$ cat config.mk
export PLATFORM = sky130hd
export DESIGN_NAME = days_between_dates_core
export DESIGN_NICKNAME = d
export VERILOG_FILES = /design/src/rtl/dbd_pkg.sv /design/src/rtl/days_between_dates_core.sv /design/src/rtl/dbd_prep.sv /design/src/rtl/dbd_yeardays.sv /design/src/rtl/dbd_span.sv /design/src/rtl/dbd_result.sv
export SDC_FILE = /design/constraint.sdc
export NUM_CORES = 1
export LEC_CHECK = 0
export BUFFER_PORTS_ARGS = -buffer_cell sky130_fd_sc_hd__buf_2
export CORE_MARGIN = 1
export CORE_UTILIZATION = 38
export CTS_CLUSTER_SIZE = 10
export DETAILED_ROUTE_END_ITERATION = 8
export GPL_TIMING_DRIVEN = 0
export SKIP_LAST_GASP = 1
export SLEW_MARGIN = 0
export SYNTH_ARGS = -nofsm -noshare
export SYNTH_HDL_FRONTEND = slang
export SYNTH_SLANG_ARGS = --single-unit
$ cat constraint.sdc
create_clock -name clock -period 28.2 [get_ports clock]
set_input_delay 8.46 -clock clock [delete_from_list [all_inputs] [get_ports clock]]
set_output_delay 8.46 -clock clock [all_outputs]
set_load 0.05 [all_outputs]
$ cat src/rtl/dbd_pkg.sv
`timescale 1ns / 1ps
// ----------------------------------------------------------------------------
// dbd_pkg: shared types and constants for the date difference pipeline
// Field widths, stage words and the calendar helper functions.
// ----------------------------------------------------------------------------
package dbd_pkg;

   localparam int YEAR_W  = 14;
   localparam int MONTH_W = 4;
   localparam int DAY_W   = 5;
   localparam int OUT_W   = 23;
   localparam int DOY_W   = 9;
   localparam int PROD_W  = 25;
   localparam int QUOT_W  = 8;
   localparam int LEAP_W  = 12;
   localparam int FULL_W  = 23;
   localparam int SUM_W   = 25;

   // floor(m / 25) == (m * 5243) >> 17 for every 12-bit m
   localparam logic [12:0] RECIP_25 = 13'd5243;
   localparam int          RECIP_SH = 17;
   localparam logic [LEAP_W-1:0] QUARTER_CENTURY = 12'd25;

   localparam logic [DOY_W-1:0] DAYS_COMMON = 9'd365;
   localparam logic [DOY_W-1:0] DAYS_LEAP   = 9'd366;
   localparam logic [3:0]       IDX_FEB_DONE = 4'd2;
   localparam logic [3:0]       IDX_FULL_YEAR = 4'd12;

   typedef logic [YEAR_W-1:0]         year_type;
   typedef logic [PROD_W-1:0]         prod_type;
   typedef logic [DOY_W-1:0]          doy_type;
   typedef logic [LEAP_W-1:0]         leaps_type;
   typedef logic signed [SUM_W-1:0]   sum_type;

   localparam sum_type SUM_NEG1 = '1;
   localparam sum_type OUT_MAX  = 25'sd4194303;

   typedef struct packed {
      year_type            since_year;
      logic [MONTH_W-1:0]  since_month;
      logic [DAY_W-1:0]    since_day;
      year_type            till_year;
      logic [MONTH_W-1:0]  till_month;
      logic [DAY_W-1:0]    till_day;
   } req_type;

   typedef struct packed {
      year_type          y1;
      year_type          y2;
      year_type          y2m1;
      prod_type          prod1;
      prod_type          prod2;
      prod_type          prod2m1;
      logic [3:0]        bef1;
      logic [3:0]        bef2;
      logic [DAY_W-1:0]  d1;
      logic [DAY_W-1:0]  d2;
      year_type          yspan;
      logic              same_year;
      logic              later_year;
   } s1_type;

   typedef struct packed {
      doy_type            doy1;
      doy_type            doy2;
      doy_type            len1;
      leaps_type          lp1;
      leaps_type          lp2m1;
      logic [FULL_W-1:0]  full_days;
      logic               same_year;
      logic               later_year;
   } s2_type;

   typedef struct packed {
      sum_type  between;
      sum_type  part;
      sum_type  same_res;
      logic     same_year;
      logic     later_year;
   } s3_type;

   // Days in the months before month index (0..12), common year
   function automatic doy_type cum_days(input logic [3:0] idx);
      doy_type r;
      case (idx)
         4'd0:    r = 9'd0;
         4'd1:    r = 9'd31;
         4'd2:    r = 9'd59;
         4'd3:    r = 9'd90;
         4'd4:    r = 9'd120;
         4'd5:    r = 9'd151;
         4'd6:    r = 9'd181;
         4'd7:    r = 9'd212;
         4'd8:    r = 9'd243;
         4'd9:    r = 9'd273;
         4'd10:   r = 9'd304;
         4'd11:   r = 9'd334;
         default: r = 9'd365;
      endcase
      return r;
   endfunction

   // Quotient y / 100 from the registered reciprocal product of y / 4
   function automatic logic [QUOT_W-1:0] cent_quot(input prod_type prod);
      return prod[PROD_W-1:RECIP_SH];
   endfunction

   function automatic logic leap_year(input year_type y, input prod_type prod);
      logic [QUOT_W-1:0] q;
      logic              div100;
      q      = cent_quot(prod);
      div100 = (y[YEAR_W-1:2] == LEAP_W'(q) * QUARTER_CENTURY);
      return (y[1:0] == 2'b00) && (!div100 || (q[1:0] == 2'b00));
   endfunction

   // Leap years among 1..y: y/4 - y/100 + y/400
   function automatic leaps_type leaps_upto(input year_type y, input prod_type prod);
      logic [QUOT_W-1:0] q;
      q = cent_quot(prod);
      return LEAP_W'(y[YEAR_W-1:2]) - LEAP_W'(q) + LEAP_W'(q[QUOT_W-1:2]);
   endfunction

endpackage

$ cat src/rtl/days_between_dates_core.sv
`timescale 1ns / 1ps
// ----------------------------------------------------------------------------
// days_between_dates_core: Gregorian date difference in days
// Four-stage pipeline from a since/till date pair to a signed day count.
//
//   channel  direction  ports                               handshake
//   req      in         req_since_*, req_till_*             req_valid / req_stall
//   rsp      out        rsp_day_count                       rsp_valid / rsp_stall
//
// One word enters per cycle while req_stall is low; four register stages
// (prep, year days, span, result) carry each word through to its result on rsp.
// A stall on rsp holds the full stages; empty stages keep filling, so
// req_stall rises only when all four stages hold a word.
// Reset clears the stage valid bits only; no clearing pass is needed.
// ----------------------------------------------------------------------------
module days_between_dates_core #(
   parameter int MAX_YEAR = 9999
) (
   input  logic                               clock,
   input  logic                               reset,
   input  logic                               req_valid,
   output logic                               req_stall,
   input  logic [dbd_pkg::YEAR_W-1:0]         req_since_year,
   input  logic [dbd_pkg::MONTH_W-1:0]        req_since_month,
   input  logic [dbd_pkg::DAY_W-1:0]          req_since_day,
   input  logic [dbd_pkg::YEAR_W-1:0]         req_till_year,
   input  logic [dbd_pkg::MONTH_W-1:0]        req_till_month,
   input  logic [dbd_pkg::DAY_W-1:0]          req_till_day,
   output logic                               rsp_valid,
   input  logic                               rsp_stall,
   output logic signed [dbd_pkg::OUT_W-1:0]   rsp_day_count
);

   dbd_pkg::req_type req;
   dbd_pkg::s1_type  s1;
   dbd_pkg::s2_type  s2;
   dbd_pkg::s3_type  s3;

   logic v1_ff, v2_ff, v3_ff, v4_ff;
   logic v1_in, v2_in, v3_in, v4_in;
   logic en1, en2, en3, en4;

   assign req.since_year  = req_since_year;
   assign req.since_month = req_since_month;
   assign req.since_day   = req_since_day;
   assign req.till_year   = req_till_year;
   assign req.till_month  = req_till_month;
   assign req.till_day    = req_till_day;

   // advance a stage when it is empty or its word moves on
   assign en4 = !v4_ff || !rsp_stall;
   assign en3 = !v3_ff || en4;
   assign en2 = !v2_ff || en3;
   assign en1 = !v1_ff || en2;

   assign v1_in = en1 ? req_valid : v1_ff;
   assign v2_in = en2 ? v1_ff : v2_ff;
   assign v3_in = en3 ? v2_ff : v3_ff;
   assign v4_in = en4 ? v3_ff : v4_ff;

   always_ff @(posedge clock) begin
      if (reset) begin
         v1_ff <= 1'b0;
         v2_ff <= 1'b0;
         v3_ff <= 1'b0;
         v4_ff <= 1'b0;
      end else begin
         v1_ff <= v1_in;
         v2_ff <= v2_in;
         v3_ff <= v3_in;
         v4_ff <= v4_in;
      end
   end

   assign req_stall = !en1;
   assign rsp_valid = v4_ff;

   dbd_prep #(
      .MAX_YEAR (MAX_YEAR)
   ) u_prep (
      .clock (clock),
      .load  (en1),
      .req   (req),
      .s1_ff (s1)
   );

   dbd_yeardays u_yeardays (
      .clock (clock),
      .load  (en2),
      .s1    (s1),
      .s2_ff (s2)
   );

   dbd_span u_span (
      .clock (clock),
      .load  (en3),
      .s2    (s2),
      .s3_ff (s3)
   );

   dbd_result u_result (
      .clock        (clock),
      .load         (en4),
      .s3           (s3),
      .day_count_ff (rsp_day_count)
   );

`ifndef NO_ASSERTIONS
   a_no_stall_free_out: assert property (@(posedge clock) disable iff (reset)
      !rsp_stall |-> !req_stall)
      else $error("input stalled while output drains");

   a_stall_only_full: assert property (@(posedge clock) disable iff (reset)
      req_stall |-> (v1_ff && v2_ff && v3_ff && v4_ff))
      else $error("input stalled with an empty stage");

   a_accept_enters: assert property (@(posedge clock) disable iff (reset)
      (req_valid && !req_stall) |=> v1_ff)
      else $error("accepted word missing from first stage");

   a_last_to_out: assert property (@(posedge clock) disable iff (reset)
      (v3_ff && en4) |=> rsp_valid)
      else $error("word lost between span and result stages");
`endif

endmodule

$ cat src/rtl/dbd_prep.sv
`timescale 1ns / 1ps
// ----------------------------------------------------------------------------
// dbd_prep: first stage
// Clamps the years, compares them, maps months to table indexes and starts the
// divide-by-100 reciprocal multiplies.
// ----------------------------------------------------------------------------
module dbd_prep #(
   parameter int MAX_YEAR = 9999
) (
   input  logic            clock,
   input  logic            load,
   input  dbd_pkg::req_type req,
   output dbd_pkg::s1_type  s1_ff
);

   dbd_pkg::s1_type  s1_in;
   dbd_pkg::year_type y1, y2;

   function automatic dbd_pkg::year_type clamp(input dbd_pkg::year_type y);
      return (int'(y) > MAX_YEAR) ? dbd_pkg::YEAR_W'(MAX_YEAR) : y;
   endfunction

   function automatic logic [3:0] month_idx(input logic [dbd_pkg::MONTH_W-1:0] m);
      logic [3:0] r;
      if (m == '0) begin
         r = '0;
      end else if (m > dbd_pkg::IDX_FULL_YEAR) begin
         r = dbd_pkg::IDX_FULL_YEAR;
      end else begin
         r = m - 4'd1;
      end
      return r;
   endfunction

   function automatic dbd_pkg::prod_type recip(input dbd_pkg::year_type y);
      return dbd_pkg::PROD_W'(y[dbd_pkg::YEAR_W-1:2])
           * dbd_pkg::PROD_W'(dbd_pkg::RECIP_25);
   endfunction

   always_comb begin
      y1 = clamp(req.since_year);
      y2 = clamp(req.till_year);
      s1_in.y1         = y1;
      s1_in.y2         = y2;
      s1_in.y2m1       = y2 - dbd_pkg::YEAR_W'(1);
      s1_in.prod1      = recip(y1);
      s1_in.prod2      = recip(y2);
      s1_in.prod2m1    = recip(y2 - dbd_pkg::YEAR_W'(1));
      s1_in.bef1       = month_idx(req.since_month);
      s1_in.bef2       = month_idx(req.till_month);
      s1_in.d1         = req.since_day;
      s1_in.d2         = req.till_day;
      s1_in.yspan      = y2 - y1 - dbd_pkg::YEAR_W'(1);
      s1_in.same_year  = (y1 == y2);
      s1_in.later_year = (y2 > y1);
   end

   always_ff @(posedge clock) begin
      if (load) begin
         s1_ff <= s1_in;
      end
   end

endmodule

$ cat src/rtl/dbd_yeardays.sv
`timescale 1ns / 1ps
// ----------------------------------------------------------------------------
// dbd_yeardays: second stage
// Leap flags, day of year for both dates, leap counts and the full-year span.
// ----------------------------------------------------------------------------
module dbd_yeardays (
   input  logic            clock,
   input  logic            load,
   input  dbd_pkg::s1_type s1,
   output dbd_pkg::s2_type s2_ff
);

   dbd_pkg::s2_type s2_in;
   logic            leap1, leap2;

   always_comb begin
      leap1 = dbd_pkg::leap_year(s1.y1, s1.prod1);
      leap2 = dbd_pkg::leap_year(s1.y2, s1.prod2);
      s2_in.doy1 = dbd_pkg::cum_days(s1.bef1)
                 + dbd_pkg::DOY_W'(leap1 && (s1.bef1 >= dbd_pkg::IDX_FEB_DONE))
                 + dbd_pkg::DOY_W'(s1.d1);
      s2_in.doy2 = dbd_pkg::cum_days(s1.bef2)
                 + dbd_pkg::DOY_W'(leap2 && (s1.bef2 >= dbd_pkg::IDX_FEB_DONE))
                 + dbd_pkg::DOY_W'(s1.d2);
      s2_in.len1       = leap1 ? dbd_pkg::DAYS_LEAP : dbd_pkg::DAYS_COMMON;
      s2_in.lp1        = dbd_pkg::leaps_upto(s1.y1, s1.prod1);
      s2_in.lp2m1      = dbd_pkg::leaps_upto(s1.y2m1, s1.prod2m1);
      s2_in.full_days  = dbd_pkg::FULL_W'(s1.yspan)
                       * dbd_pkg::FULL_W'(dbd_pkg::DAYS_COMMON);
      s2_in.same_year  = s1.same_year;
      s2_in.later_year = s1.later_year;
   end

   always_ff @(posedge clock) begin
      if (load) begin
         s2_ff <= s2_in;
      end
   end

endmodule

$ cat src/rtl/dbd_span.sv
`timescale 1ns / 1ps
// ----------------------------------------------------------------------------
// dbd_span: third stage
// Days in the whole years between, days across the year edges, and the
// same-year difference.
// ----------------------------------------------------------------------------
module dbd_span (
   input  logic            clock,
   input  logic            load,
   input  dbd_pkg::s2_type s2,
   output dbd_pkg::s3_type s3_ff
);

   dbd_pkg::s3_type s3_in;

   always_comb begin
      s3_in.between = dbd_pkg::sum_type'(s2.full_days)
                    + dbd_pkg::sum_type'(s2.lp2m1)
                    - dbd_pkg::sum_type'(s2.lp1);
      // days left in the since year plus days gone in the till year
      s3_in.part    = dbd_pkg::sum_type'(s2.len1)
                    - dbd_pkg::sum_type'(s2.doy1)
                    + dbd_pkg::sum_type'(s2.doy2);
      s3_in.same_res = (s2.doy2 >= s2.doy1)
                     ? dbd_pkg::sum_type'(s2.doy2) - dbd_pkg::sum_type'(s2.doy1)
                     : dbd_pkg::SUM_NEG1;
      s3_in.same_year  = s2.same_year;
      s3_in.later_year = s2.later_year;
   end

   always_ff @(posedge clock) begin
      if (load) begin
         s3_ff <= s3_in;
      end
   end

endmodule

$ cat src/rtl/dbd_result.sv
`timescale 1ns / 1ps
// ----------------------------------------------------------------------------
// dbd_result: last stage
// Final add, case select and saturation into the output register.
// ----------------------------------------------------------------------------
module dbd_result (
   input  logic                               clock,
   input  logic                               load,
   input  dbd_pkg::s3_type                    s3,
   output logic signed [dbd_pkg::OUT_W-1:0]   day_count_ff
);

   dbd_pkg::sum_type                  res;
   logic signed [dbd_pkg::OUT_W-1:0]  day_count_in;

   always_comb begin
      if (s3.later_year) begin
         res = s3.between + s3.part;
      end else if (s3.same_year) begin
         res = s3.same_res;
      end else begin
         res = dbd_pkg::SUM_NEG1;
      end
      if (res > dbd_pkg::OUT_MAX) begin
         res = dbd_pkg::OUT_MAX;
      end
      day_count_in = res[dbd_pkg::OUT_W-1:0];
   end

   always_ff @(posedge clock) begin
      if (load) begin
         day_count_ff <= day_count_in;
      end
   end

endmodule

* After elaboration in Yosys (flattened, before gate mapping)
Memories as Yosys holds them, arrays and structs flattened.
Index checks and enable logic that the tools add are counted.
** Operators by class
- Add/subtract/negate cells :: 19
- Multipliers :: 6
- Divide/modulo/power cells :: 0
- Magnitude comparators :: 9
- Equality and inequality tests :: 3
- Shift-type cells :: 0
- Mux-type cells :: 7
- Bitwise gates (word level) :: 0
- Reductions and logical operators :: 26
** Operators by type and width (number)
- $mul A12 B13 Y25 const B :: 3
- $mux W25 :: 2
- $gt A14 B14 Y1 const B :: 2
- $mux W14 :: 2
- $sub A14 B1 Y14 const B :: 2
- $add A25 B10 Y25 :: 1
- $add A25 B25 Y25 :: 1
- $gt A25 B23 Y1 const B :: 1
- $sub A25 B13 Y25 :: 1
- $add A12 B6 Y12 :: 2
- $add A23 B12 Y24 :: 1
- $eq A12 B12 Y1 :: 2
- $mul A8 B5 Y12 const B :: 2
- $sub A12 B8 Y12 :: 2
- $mul A14 B9 Y23 const B :: 1
- $sub A9 B9 Y10 :: 2
- $add A9 B1 Y9 :: 2
- $add A9 B5 Y9 :: 2
- $eq A14 B14 Y1 :: 1
- $gt A14 B14 Y1 :: 1
- $sub A14 B14 Y14 :: 1
- $ge A9 B9 Y1 :: 1
- $ge A4 B2 Y1 const B :: 2
- $gt A4 B4 Y1 const B :: 2
- other kinds (9) :: 31
** Word-level totals
- Register bits :: 331
- Latch bits :: 0
- RAM bits :: 0
- ROM bits :: 288
- Bits of input ports :: 50
- Output and inout bits :: 25
- Word-level logic and storage cells :: 105
- Memories :: 2
** Memory list
- (no name shown) :: words 16, width 9, read ports 1, clocked after memory_dff 0, write ports 0, RTL line dbd_pkg.sv:85 : case (idx)
- (no name shown) :: words 16, width 9, read ports 1, clocked after memory_dff 0, write ports 0, RTL line dbd_pkg.sv:85

* Depth between registers and ports, before layout
- Depth after elaboration :: 8
- Mapped depth :: 33
- Mapped depth without buffers :: 31

* Modules after synthesis
A second synthesis with hierarchy kept.
** Unflattened totals
- Cells, all modules :: 3001
- Area total of the unflattened synthesis :: 30519.3 µm²
** By module, submodules not included
- dbd_prep :: times used 1, cells each 1376, area an instance 15035.7 µm², sequential area each 4444.3 µm²
- dbd_yeardays :: times used 1, cells each 818, area an instance 8224.1 µm², sequential area each 2072.0 µm²
- dbd_span :: times used 1, cells each 509, area an instance 4699.5 µm², sequential area each 1441.4 µm²
- dbd_result :: times used 1, cells each 281, area an instance 2394.8 µm², sequential area each 690.7 µm²
- days_between_dates_core :: times used 1, cells each 17, area an instance 165.2 µm², sequential area each 80.1 µm²

* Worst setup path before layout
Ideal clock, no wire load.
- Path type :: input to output
- Start :: in rsp_stall
- End :: out req_stall
- Arrival time :: 12316 ps
- Data required time :: 19740 ps
- Setup slack :: 7424 ps
- Stages on the path :: 3
- Path buffers :: 0
- Cell sequence :: and3_1 nand3_1 inv_1
** On the way
- Word-level cells in the longest chain between the ends :: 6
** RTL lines
- start: declaration :: RTL line days_between_dates_core.sv:30 : input logic rsp_stall,
- $logic_not A1 Y1 :: RTL line days_between_dates_core.sv:51 : assign en4 = !v4_ff || !rsp_stall;
- $logic_or A1 B1 Y1 :: RTL line days_between_dates_core.sv:51
- $logic_or A1 B1 Y1 :: RTL line days_between_dates_core.sv:52 : assign en3 = !v3_ff || en4;
- $logic_or A1 B1 Y1 :: RTL line days_between_dates_core.sv:53 : assign en2 = !v2_ff || en3;
- $logic_or A1 B1 Y1 :: RTL line days_between_dates_core.sv:54 : assign en1 = !v1_ff || en2;
- $logic_not A1 Y1 :: RTL line days_between_dates_core.sv:75 : assign req_stall = !en1;
- end: declaration :: RTL line days_between_dates_core.sv:22 : output logic req_stall,
Every way passes these cells.

* Worst setup path after layout
Ends and elaborated chain as after synthesis.

==> flow_summary.ini <==
[clock_network]
htreeDepth = 2
clock_latency_ns = 0.55
tritoncts = yes
cts_resized = 0
clkSinkCount = 252
cts_buffer_depth = 3
ctsHoldBuffers = 0
cts_buffers = 35
clkTransAtPathRegs_ns = 0.05
cts_root_buf = clkbuf_16
post-cts-setup-buffers = 0

[yosys]
syn-cell-area_um2 = 26670
synth-seq-cells = 252
synth_ff_type = edfxtp_1
synthCells = 2581
syn_nets = 3310
synth_edf_count = 248
ys_warn_count = 0
ys_seq_area_share_pct = 28.23
ys_types = 83
synthArstFlopShare_pct = 0
synth.avg_cell_area_um2 = 10.33

[layout]
layout.nets = 3423
area_delta_synth_final_pct = 9.990
antennaDiodeCount = 0
final_area_um2 = 29330
final_common_cell = inv_1
layout-drive-gt1-share_pct = 6.144
mostFrequentLayoutCells = inv_1 (522), ha_1 (471), edfxtp_1 (248)

[timing]
final-hold-violation-count = 0
tns_ns = 0
max_slew.worst_pin.slew_ns = 1.074
rsz0062_at_grt = false
period_share_pct = 65.59
finClkSkew_ns = 0.02177
fin_crit_ns = 18.50
relSlewSlack_pct = 27.45
maxSlewViolCount = 0
fmax_ghz = 0.05407
setup_viol = 0

[job]
max_cap_viol_count = 0

[critical_path]
r2r_cells = 21
cp.buffers_inverters = 3
crit_family = simple AND/OR/NAND/NOR gates
rr_endpoint = u_yeardays.s2_ff[75]$_DFFE_PP_
reg2reg_slack_ns = 22.02
cpMostUsedCell = buf_2
cp_slowest_stage_delay_ns = 0.65
crit_chain = buf_2 > and3_1 > nand3_4 > inv_1 > buf_2
cp.required_ns = 19.74
critPathKind = in2out
cp.arrival_ns = 10.04
r2r-start = u_prep.s1_ff[103]$_DFFE_PN_
worst_setup_path_end_kind = output pin
cp_max_fo = 54
crit_slowest_cell = nand3_4
startpoint_type = input port

[floorplan]
fp.dieW_um = 266.9
num_io_pins = 75
row_count = 96
dieArea_um2 = 71240
start_util_pct = 38.61
fp.dieH_um = 266.9
coreArea_um2 = 69070

[status]
outcome = finished clean

[worst_hold_path]
hold_end = u_span.s3_ff[0]$_DFFE_PP_
hold_path_depth = 0
hp-class = reg2reg
holdCritStartpoint = u_yeardays.s2_ff[0]$_DFFE_PP_

[grt]
grt_pass1_wl_um = 90420
grt-ovfl-total = 0
grt_pass1_vias = 18690
grt_usage_pct = 15.73
grt_max_degree = 70
antenna_found_initial = 0

[route]
viasPerCell = 4.893
drtAntennaViolNets = 0
first_pass_iters = 6
detail_route.iter0.violations = 848
drc = 0
routed_wl_um = 53970
via_count = 17860
routedWlPerCell_um = 14.79

[place]
port-buffer-count = 73
gp_congestion = 0.8845
dp_hpwl_um = 45790
place_area_um2 = 28280
## sequential cells by signal, summed over array words and instances (netlist names)
| signal | count |
|---|---|
| u_yeardays.s2_ff | 69 |
| u_prep.s1_ff | 98 |
| v2_ff | 1 |
| v1_ff | 1 |
| rsp_valid | 1 |
| u_span.s3_ff | 58 |
| u_result.day_count_ff | 23 |
| v3_ff | 1 |
## per-layer routing
| metal | track usage [%] | routed length [um] | up-vias |
|---|---|---|---|
| met1 | 19.50 | 24120 | 8481 |
| met4 | 4.737 | 1339 | 0 |
| met5 | 0 | 0 | - |
| met2 | 28.27 | 26600 | 297 |
| met3 | 2.002 | 1901 | 83 |
| li1 | - | - | 8994 |
## worst reg2reg max path: cells and delay by family (launching register included)
family	cells	cell delay, ns
AO/OA/AOI/OAI	6	1.52
XOR/XNOR	1	0.12
adder cells (fa/ha/maj)	6	2.14
buffers and inverters	2	0.13
flip-flops	1	0.52
AND/OR/NAND/NOR	6	1.45
## cell families after synthesis
family | Yosys count | synth area share, %
and+or+nand+nor | 467 | 8.793
DFF | 252 | 28.23
muxes | 7 | 0.2768
xor gates and xnor gates | 206 | 6.794
adders and majority gates | 686 | 37.98
AOI/OAI and AO/OA | 415 | 10.14
buffers and inverters | 548 | 7.780
## area by class of cell
type	count	area [um^2]
Timing Repair Buffer	76	424.2
Fill cell	6550	39740
Buffer	22	97.59
Tap cell	931	1165
Multi-Input combinational cell	1781	17090
Clock inverter	14	108.9
Inverter	526	1977
Sequential cell	252	7527
Clock buffer	47	940.9
## per-stage QoR
stage,utilization [%],setup WS [ns],cells,hold WS [ns]
6_report,42.47,9.704,3649,0.4386
5_1_grt,42.47,9.543,3649,0.4490
4_1_cts,42.47,9.627,3649,0.4391
3_5_place_dp,40.95,9.636,3588,0.4310
3_3_place_gp,40.82,6.795,3585,0.4123
2_1_floorplan,-,7.424,2581,0.4003
## cells in the mapped netlist, drive strengths merged (6+ instances only)
cell / number / share of area [%]
a211oi: 14 / 0.41
a21boi: 10 / 0.28
a21o: 55 / 1.5
a21oi: 108 / 2.1
a31oi: 14 / 0.33
and2: 12 / 0.28
and3: 24 / 0.58
clkbuf: 20 / 0.28
edfxtp: 248 / 28
fa: 208 / 16
ha: 471 / 22
inv: 524 / 7.4
maj3: 7 / 0.27
nand2: 97 / 1.4
nand2b: 25 / 0.59
nand3: 26 / 0.49
nand3b: 7 / 0.20
nand4: 16 / 0.38
nor2: 130 / 1.9
nor2b: 32 / 0.75
nor3: 46 / 0.86
nor4: 12 / 0.30
o211ai: 16 / 0.49
o21a: 19 / 0.53
o21ai: 97 / 1.8
o21bai: 19 / 0.53
o22ai: 9 / 0.21
o311ai: 6 / 0.20
o41ai: 6 / 0.23
or2: 10 / 0.23
or3: 9 / 0.21
xnor2: 157 / 5.2
xor2: 49 / 1.6
## worst max path at each step
stage	start	end	depth (start not counted)
2_1_floorplan	rsp_stall	req_stall	3
3_3_place_gp	rsp_stall	req_stall	5
3_5_place_dp	rsp_stall	req_stall	5
4_1_cts	rsp_stall	req_stall	5
5_1_grt	rsp_stall	req_stall	5
6_report	rsp_stall	req_stall	5
Power is left out: the tool's default activity adds up to more than one toggle a clock period on the data nets, which glitch-free logic cannot reach.
